`src/hdl/csvt_pkg.sv`:
```
// csvt_pkg: shared types and constants for the CSV field tokenizer.
// No dependencies; imported by every module of the block.
package csvt_pkg;

  localparam logic [7:0] CH_QUOTE = 8'h22;
  localparam logic [7:0] CH_COMMA = 8'h2C;
  localparam logic [7:0] CH_LF    = 8'h0A;
  localparam logic [7:0] CH_CR    = 8'h0D;

  localparam logic [1:0] KIND_CONTENT   = 2'd0;
  localparam logic [1:0] KIND_FIELD_END = 2'd1;
  localparam logic [1:0] KIND_ROW_END   = 2'd2;
  localparam logic [1:0] KIND_ERROR     = 2'd3;

  typedef enum logic [2:0] {
    MODE_PLAIN   = 3'b001,
    MODE_QUOTED  = 3'b010,
    MODE_PENDING = 3'b100
  } quote_mode_t;

  typedef struct packed {
    logic [7:0] data_byte;
    logic       end_of_input;
  } in_item_t;

  typedef struct packed {
    logic [1:0] token_kind;
    logic [7:0] content_byte;
  } out_item_t;

  typedef struct packed {
    quote_mode_t quote_mode;
    logic        after_carriage_return;
    logic        field_has_content;
    logic        row_started;
  } tok_state_t;

  localparam tok_state_t TOK_STATE_RESET = '{
    quote_mode:            MODE_PLAIN,
    after_carriage_return: 1'b0,
    field_has_content:     1'b0,
    row_started:           1'b0
  };

endpackage

```
`src/hdl/csvt_step.sv`:
```
// csvt_step: combinational per-byte tokenizer step (next state and token).
// Depends on csvt_pkg.
module csvt_step import csvt_pkg::*; (
  input  tok_state_t st,
  input  in_item_t   item,
  output tok_state_t st_nxt,
  output logic       res_valid,
  output out_item_t  res
);

  logic [7:0] b;
  logic       do_plain;

  assign b = item.data_byte;

  always_comb begin
    st_nxt           = st;
    res_valid        = 1'b0;
    res.token_kind   = KIND_CONTENT;
    res.content_byte = 8'h00;
    do_plain         = 1'b0;

    if (item.end_of_input) begin
      st_nxt = TOK_STATE_RESET;
      if (st.row_started) begin
        res_valid      = 1'b1;
        res.token_kind = (st.quote_mode == MODE_QUOTED) ? KIND_ERROR : KIND_ROW_END;
      end
    end else if (st.after_carriage_return && (b == CH_LF)) begin
      // LF of a CR LF pair: swallowed
      st_nxt.after_carriage_return = 1'b0;
    end else begin
      st_nxt.after_carriage_return = 1'b0;
      st_nxt.row_started           = 1'b1;
      case (st.quote_mode)
        MODE_QUOTED: begin
          if (b == CH_QUOTE) begin
            st_nxt.quote_mode = MODE_PENDING;
          end else begin
            st_nxt.field_has_content = 1'b1;
            res_valid                = 1'b1;
            res.content_byte         = b;
          end
        end
        MODE_PENDING: begin
          if (b == CH_QUOTE) begin
            st_nxt.quote_mode        = MODE_QUOTED;
            st_nxt.field_has_content = 1'b1;
            res_valid                = 1'b1;
            res.content_byte         = b;
          end else begin
            do_plain = 1'b1;
          end
        end
        default: begin
          do_plain = 1'b1;
        end
      endcase

      if (do_plain) begin
        st_nxt.quote_mode = MODE_PLAIN;
        if (b == CH_QUOTE) begin
          if (!st.field_has_content) begin
            st_nxt.quote_mode = MODE_QUOTED;
          end else begin
            res_valid        = 1'b1;
            res.content_byte = b;
          end
        end else if (b == CH_COMMA) begin
          st_nxt.field_has_content = 1'b0;
          res_valid                = 1'b1;
          res.token_kind           = KIND_FIELD_END;
        end else if ((b == CH_LF) || (b == CH_CR)) begin
          st_nxt.field_has_content     = 1'b0;
          st_nxt.row_started           = 1'b0;
          st_nxt.after_carriage_return = (b == CH_CR);
          res_valid                    = 1'b1;
          res.token_kind               = KIND_ROW_END;
        end else begin
          st_nxt.field_has_content = 1'b1;
          res_valid                = 1'b1;
          res.content_byte         = b;
        end
      end
    end
  end

endmodule

```
`src/hdl/csv_field_tokenizer.sv`:
```
// csv_field_tokenizer: streaming CSV tokenizer top level.
// Depends on csvt_pkg and csvt_step.
//
//   channel | direction | payload     | handshake
//   in      | input     | in_item_t   | in_valid / in_ready
//   out     | output    | out_item_t  | out_valid / out_ready
//
// One byte per clock sustained while out_ready stays high. A beat is held in
// the input register, is stepped and lands in the output register.
// Bytes that yield no token (opening quote, LF of CR LF) still take one step.
// in_ready drops only while the input register is full and the output
// register holds a beat that is not taken. rst_n clears state and valids.
module csv_field_tokenizer import csvt_pkg::*; (
  input  logic      clk,
  input  logic      rst_n,
  input  logic      in_valid,
  output logic      in_ready,
  input  in_item_t  in_data,
  output logic      out_valid,
  input  logic      out_ready,
  output out_item_t out_data
);

  logic       in_valid_r;
  in_item_t   in_data_r;
  tok_state_t st_r;
  tok_state_t st_nxt;
  logic       out_valid_r;
  out_item_t  out_data_r;
  logic       res_valid;
  out_item_t  res;
  logic       out_free;
  logic       step_fire;

  csvt_step u_step (
    .st        (st_r),
    .item      (in_data_r),
    .st_nxt    (st_nxt),
    .res_valid (res_valid),
    .res       (res)
  );

  assign out_free  = !out_valid_r || out_ready;
  assign step_fire = in_valid_r && out_free;
  assign in_ready  = !in_valid_r || out_free;

  always_ff @(posedge clk) begin
    if (!rst_n) begin
      in_valid_r  <= 1'b0;
      out_valid_r <= 1'b0;
      st_r        <= TOK_STATE_RESET;
    end else begin
      if (in_ready) begin
        in_valid_r <= in_valid;
      end
      if (step_fire) begin
        st_r <= st_nxt;
      end
      if (out_free) begin
        out_valid_r <= step_fire && res_valid;
      end
    end
  end

  always_ff @(posedge clk) begin
    if (in_ready && in_valid) begin
      in_data_r <= in_data;
    end
    if (step_fire && res_valid) begin
      out_data_r <= res;
    end
  end

  assign out_valid = out_valid_r;
  assign out_data  = out_data_r;

endmodule

```
`config.mk`:
```
export PLATFORM = sky130hd
export DESIGN_NAME = csv_field_tokenizer
export DESIGN_NICKNAME = d
export VERILOG_FILES = /design/src/hdl/csvt_pkg.sv /design/src/hdl/csvt_step.sv /design/src/hdl/csv_field_tokenizer.sv
export SDC_FILE = /design/constraint.sdc
export NUM_CORES = 1
export LEC_CHECK = 0
export ABC_AREA = 0
export ABC_CLOCK_PERIOD_IN_PS = 4500
export BUFFER_PORTS_ARGS = -buffer_cell sky130_fd_sc_hd__buf_4
export CORE_MARGIN = 2
export CORE_UTILIZATION = 57
export CTS_CLUSTER_SIZE = 24
export DETAILED_ROUTE_END_ITERATION = 8
export PLACE_DENSITY = 0.81
export SKIP_CTS_REPAIR_TIMING = 1
export SYNTH_ARGS = -nofsm -noshare
export SYNTH_HDL_FRONTEND = slang
export SYNTH_SLANG_ARGS = --single-unit
```
`constraint.sdc`:
```
create_clock -name clk -period 4.5 [get_ports clk]
set_clock_uncertainty 0.1 [all_clocks]
set_input_delay 0.225 -clock clk [delete_from_list [all_inputs] [get_ports clk]]
set_output_delay 0.225 -clock clk [all_outputs]
set_load 0.05 [all_outputs]
```
Word-level counts from Yosys, hierarchy flattened --
Index checks and enable logic that the tools add are counted.
Word-level totals: flip-flop bits (word level) 27, input bits 13, logic and storage cells 78
Cells by class: eq/ne operators 9, multiplexer cells 46, reductions and logical operators 13
Operator list (count):
- 8-bit two-way mux | 6
- 10-bit two-way mux | 2
- 1-bit two-way mux | 19
- 8-bit by 4-bit equality test with 1-bit output, second input constant | 2
- 8-bit by 6-bit equality test with 1-bit output, second input constant | 2
- 2-bit two-way mux | 8
- 8-bit one-hot mux with 2 select lines | 1
- 3-bit two-way mux | 4
- 6-bit two-way mux | 2
- 1-bit one-hot mux with 2 select lines | 3
- 3-bit one-hot mux with 2 select lines | 1
- 5-bit AND reduction | 1
- 1-bit logical AND | 4
- 4-bit by 2-bit inequality test with 1-bit output, second input constant | 1
- 4-bit inequality test, second input constant | 1
- 4-bit nonzero test | 1
- 3-bit by 2-bit equality test with 1-bit output, second input constant | 1
- 3-bit equality test, second input constant | 1
- 1-bit logical OR | 3
- 1-bit zero test | 2
- 2-bit inequality test, second input constant | 1
- 2-bit AND reduction | 1
- 2-bit OR reduction | 1

Logic depth before layout (Yosys ltp) --
word-level depth 9, depth in mapped cells 5

Hierarchy --
A second synthesis with hierarchy kept.
Unflattened totals: cell total of the unflattened synthesis 126, area, all modules 1386.3 µm²
Modules (own cells, without submodules):
- csv_field_tokenizer | times used 1, cells each 58, area an instance 934.6 µm²
- csvt_step | times used 1, cells each 68, area an instance 451.7 µm²

Worst setup path after synthesis --
Ideal clock, no wire load.
path type register to register, from reg in_data_r[5] (netlist bit), to reg out_data_r (netlist bit out_data[0]), enable pin, library setup time 0.321 ns, arrival time 1.931 ns, required time 4.079 ns, slack 2.148 ns, stages on the path, launching flop included 5, buffers on the path 0, path through edfxtp_1 -> or3_4 -> or4_4 -> o31ai_1 -> a21oi_1
Between the ends: word-level cells in the longest chain between the ends 9
RTL lines:
- from (decl) | line csv_field_tokenizer.sv:25 | in_item_t in_data_r;
- from (signal assigned) | line csv_field_tokenizer.sv:67 | in_data_r <= in_data;
- 8-bit by 6-bit equality test with 1-bit output | line csvt_step.sv:37, csvt_step.sv:46, csvt_step.sv:62
- 1-bit two-way mux (on tied branches) | line csvt_step.sv:46, csvt_step.sv:37
- 1-bit one-hot mux with 2 select lines | line csvt_step.sv:35 | case (st.quote_mode)
- 1-bit two-way mux (on tied branches) | line csvt_step.sv:63, csvt_step.sv:29
- 1-bit two-way mux (on tied branches) | line csvt_step.sv:62, csvt_step.sv:23
- 1-bit two-way mux | line csvt_step.sv:60 | if (do_plain) begin
- 1-bit two-way mux (*) | line csvt_step.sv:29 | end else if (st.after_carriage_return && (b == CH_LF)) begin
- 1-bit two-way mux (*) | line csvt_step.sv:23 | if (item.end_of_input) begin
- 1-bit logical AND (*) | line csv_field_tokenizer.sv:69 | if (step_fire && res_valid) begin
- to (signal assigned) | line csv_field_tokenizer.sv:70 | out_data_r <= res;
- to (decl) | line csv_field_tokenizer.sv:29 | out_item_t out_data_r;
Every way passes the cells marked *; elsewhere a longest branch is shown, timed or not. The select of a mux whose other input is x is not followed. A chain may end at the register's enable or synchronous reset.

Worst setup path in the final report --
from reg in_data_r[5] (netlist bit), to reg out_data_r (netlist bit out_data[1]), enable pin
Same word-level chain as after synthesis.

==> impl_metrics.prom <==
# TYPE chip_impl_metric gauge
chip_impl_info{name="status",value="finished clean"} 1
chip_impl_info{name="cts_root_buf",value="sky130_fd_sc_hd__clkbuf_4"} 1
chip_impl_info{name="synth_top_flop_cell",value="sky130_fd_sc_hd__edfxtp_1"} 1
chip_impl_metric{name="worst_hold_slack",unit="ns"} 0.0376
chip_impl_metric{name="synthArstFlopShare",unit=""} 0
chip_impl_metric{name="path_max_fanout",unit=""} 10
chip_impl_metric{name="fin_total_pwr",unit="mW"} 0.440
chip_impl_metric{name="yosys.cell_types.count",unit=""} 42
chip_impl_metric{name="routabilityCongestion",unit=""} 0.901
chip_impl_metric{name="grt_use_met1",unit=""} 0.296
chip_impl_info{name="setup_repair_after_global_routing_missed_its_margin",value="no"} 1
chip_impl_metric{name="global_route.usage.met3",unit=""} 0.0345
chip_impl_metric{name="power.leakage",unit="nW"} 0.603
chip_impl_info{name="synthTopCellsByCount",value="sky130_fd_sc_hd__edfxtp_1, sky130_fd_sc_hd__nand2_1, sky130_fd_sc_hd__a21oi_1, sky130_fd_sc_hd__dfxtp_1, sky130_fd_sc_hd__o21ai_0"} 1
chip_impl_metric{name="max_freq",unit="MHz"} 383
chip_impl_metric{name="drt_first_pass_iters",unit=""} 4
chip_impl_metric{name="ys_warn_count",unit=""} 0
chip_impl_metric{name="r2r_setup_slack",unit="ns"} 1.89
chip_impl_info{name="timing.hold.worst_endpoint",value="in_valid_r"} 1
chip_impl_metric{name="grt_pass1_wl",unit="um"} 4430
chip_impl_metric{name="detail_route.wl_per_cell",unit="um"} 15.0
chip_impl_metric{name="groute.usage.overall",unit=""} 0.228
chip_impl_metric{name="max-vdd-ir-drop",unit="uV"} 238
chip_impl_info{name="post_synth_main_area_contributors",value="sky130_fd_sc_hd__edfxtp_1, sky130_fd_sc_hd__dfxtp_1, sky130_fd_sc_hd__a21oi_1"} 1
chip_impl_metric{name="io_pins",unit=""} 25
chip_impl_metric{name="insertedDiodeCount",unit=""} 0
chip_impl_metric{name="post_route_cells_drive_above_1_share",unit=""} 0.225
chip_impl_info{name="worstSetupStartpointType",value="flop"} 1
chip_impl_metric{name="finalSetupTns",unit="ns"} 0
chip_impl_metric{name="synth_enable_flop_cells",unit=""} 19
chip_impl_metric{name="period_minus_slack",unit="ns"} 2.61
chip_impl_metric{name="nNetsFinal",unit=""} 165
chip_impl_metric{name="synth.cell_area",unit="um^2"} 1300
chip_impl_metric{name="dieWidth",unit="um"} 51.7
chip_impl_metric{name="post-route-period-util",unit=""} 0.580
chip_impl_metric{name="worst_ep_arrival_time",unit="ns"} 2.51
chip_impl_metric{name="grt_pass1_vias",unit=""} 973
chip_impl_info{name="grt_busiest_layer",value="met2"} 1
chip_impl_metric{name="flow.area_growth_from_synthesis",unit="%"} 25.2
chip_impl_metric{name="worst-r2r-cell-count",unit=""} 4
chip_impl_metric{name="number_of_antenna_violations_at_the_first_check_in_global_routing",unit=""} 0
chip_impl_metric{name="die_h",unit="um"} 51.7
chip_impl_metric{name="cts_htree_levels",unit=""} 1
chip_impl_metric{name="final_cell_count_no_fill",unit=""} 179
chip_impl_info{name="type_of_the_worst_setup_path",value="reg -> reg"} 1
chip_impl_metric{name="grt_start_max_net_pins",unit=""} 15
chip_impl_metric{name="route.antenna.remaining_nets",unit=""} 0
chip_impl_metric{name="synth_nets",unit=""} 128
chip_impl_info{name="worst_r2r_endpoint",value="out_data[1]"} 1
chip_impl_metric{name="rows",unit=""} 17
chip_impl_metric{name="die_area",unit="um^2"} 2680
chip_impl_metric{name="post_synth.cell_area_avg",unit="um^2"} 11.3
chip_impl_metric{name="drc_errors",unit=""} 0
chip_impl_metric{name="synth.ff_latch_count",unit=""} 27
chip_impl_info{name="cts_tree",value="yes"} 1
chip_impl_metric{name="clkSlewWorstSetupHoldPaths",unit="ns"} 0.13
chip_impl_metric{name="worstHoldPathCells",unit=""} 3
chip_impl_metric{name="overflow",unit=""} 0
chip_impl_metric{name="post_placement_cell_count",unit=""} 166
chip_impl_metric{name="clock_sink_count",unit=""} 27
chip_impl_metric{name="synth-seq-area-share",unit=""} 0.563
chip_impl_metric{name="pwr_density_cell",unit="nW/um^2"} 271
chip_impl_metric{name="ctsLongestPathBuffers",unit=""} 2
chip_impl_metric{name="timing.critical_path.required",unit="ns"} 4.40
chip_impl_metric{name="dpl.hpwl",unit="um"} 1950
chip_impl_info{name="critPathCaptureType",value="flop"} 1
chip_impl_metric{name="relSlewSlack",unit=""} 0.435
chip_impl_metric{name="number_of_design_rule_violations_left_by_the_first_detailed_router_iteration",unit=""} 53
chip_impl_metric{name="start_util",unit=""} 0.593
chip_impl_metric{name="timing.max_cap.violations",unit=""} 0
chip_impl_metric{name="synth_top_area_share",unit=""} 0.439
chip_impl_metric{name="numCtsBuffers",unit=""} 3
chip_impl_metric{name="vias_per_cell",unit=""} 6.06
chip_impl_metric{name="routed_wirelength",unit="um"} 2690
chip_impl_metric{name="report.final.hold_viol_count",unit=""} 0
chip_impl_metric{name="final_max_slew_viol_count",unit=""} 0
chip_impl_info{name="post-synth-top-count-cell",value="sky130_fd_sc_hd__edfxtp_1"} 1
chip_impl_info{name="worstHoldPathType",value="in -> reg"} 1
chip_impl_metric{name="final-setup-viol-count",unit=""} 0
chip_impl_info{name="rr_startpoint",value="in_data_r[5]"} 1
chip_impl_info{name="synth.largest_area_cell",value="sky130_fd_sc_hd__edfxtp_1"} 1
chip_impl_metric{name="fp.coreArea",unit="um^2"} 2190
chip_impl_metric{name="via_count",unit=""} 1084
chip_impl_metric{name="port-buffer-count",unit=""} 24
chip_impl_metric{name="worst_skew_pair.late_latency",unit="ns"} 0.32
chip_impl_metric{name="postSynthCellCount",unit=""} 115
chip_impl_info{name="worst_hold_startpoint",value="in_valid"} 1
chip_impl_metric{name="final_core_util",unit=""} 0.742
chip_impl_metric{name="worst_margin_pin_slew",unit="ns"} 0.847
chip_impl_metric{name="grt.met2_usage",unit=""} 0.370
==> routing by layer <==
layer | wire length [um] | part of all wire
met2 | 1270 | 0.47
met3 | 229 | 0.085
met1 | 1120 | 0.42
met5 | 0 | 0
met4 | 74 | 0.027
==> critical path, stage by stage (launching register included) <==
cell,delay (ns)
sky130_fd_sc_hd__edfxtp_1,0.42
sky130_fd_sc_hd__or3_4,0.44
sky130_fd_sc_hd__or4_4,0.55
sky130_fd_sc_hd__o31ai_1,0.40
sky130_fd_sc_hd__a21oi_1,0.37
==> cells by family (layout without fill, tap and decap cells) <==
| family | Yosys count | count (layout) | share of synthesized area |
|---|---|---|---|
| AND/OR/NAND/NOR | 47 | 47 | 0.236 |
| XOR/XNOR | 1 | 1 | 0.00674 |
| multiplexers | 1 | 1 | 0.0116 |
| flip-flops | 27 | 27 | 0.563 |
| AO/OA/AOI/OAI | 33 | 33 | 0.166 |
| buffers and inverters | 6 | 42 | 0.0173 |
==> area by class of cell <==
| type | instances | area (um^2) |
|---|---|---|
| clock buffers | 4 | 26.3 |
| fillers | 152 | 564 |
| inverters | 5 | 18.8 |
| multi-input cells | 82 | 546 |
| flip-flops and latches | 27 | 731 |
| well taps | 28 | 35.0 |
| repair buffers | 33 | 270 |
==> power breakdown <==
part | total (mW) | leakage (nW) | switching (mW) | internal (mW)
Clock | 0.101 | 0.0150 | 0.0660 | 0.0347
Sequential | 0.284 | 0.251 | 0.00872 | 0.276
Combinational | 0.0552 | 0.337 | 0.0302 | 0.0250
Total | 0.440 | 0.603 | 0.105 | 0.335
==> registers in the layout, summed over array words and instances (netlist names) <==
register	cells
out_data	10
in_data_r	9
out_valid	1
in_valid_r	1
st_r	6
==> cells in the final DEF (no fill, tap or decap), types with 3 or more instances in the layout <==
cell / n
sky130_fd_sc_hd__buf_4: 24
sky130_fd_sc_hd__edfxtp_1: 19
sky130_fd_sc_hd__nand2_1: 10
sky130_fd_sc_hd__dlygate4sd3_1: 9
sky130_fd_sc_hd__a21oi_1: 8
sky130_fd_sc_hd__dfxtp_1: 8
sky130_fd_sc_hd__o21ai_0: 7
sky130_fd_sc_hd__inv_1: 5
sky130_fd_sc_hd__nor2b_1: 5
sky130_fd_sc_hd__nand2b_1: 4
sky130_fd_sc_hd__nor2_1: 4
sky130_fd_sc_hd__o31ai_1: 3
sky130_fd_sc_hd__a21boi_0: 3
sky130_fd_sc_hd__clkbuf_4: 3
==> metrics by stage <==
| step | worst slack [ns] | instance area, um^2 |
|---|---|---|
| after floorplan | 2.15 | 1300 |
| after global placement | 2.05 | 1510 |
| after detailed placement | 1.93 | 1510 |
| after CTS | 1.90 | 1540 |
| after global routing | 1.72 | 1630 |
| final | 1.89 | 1630 |
==> worst max-delay path by stage <==
stage | start | endpoint | slack, ns
6_report | in_data_r[5] | out_data[1] | 1.89
2_1_floorplan | in_data_r[5] | out_data[0] | 2.15
3_3_place_gp | in_data_r[5] | out_data[6] | 2.05
3_5_place_dp | in_data_r[5] | out_data[4] | 1.93
4_1_cts | in_data_r[5] | out_data[4] | 1.90
5_1_grt | in_data_r[5] | out_data[3] | 1.72
(Power assumes the default switching activity.)
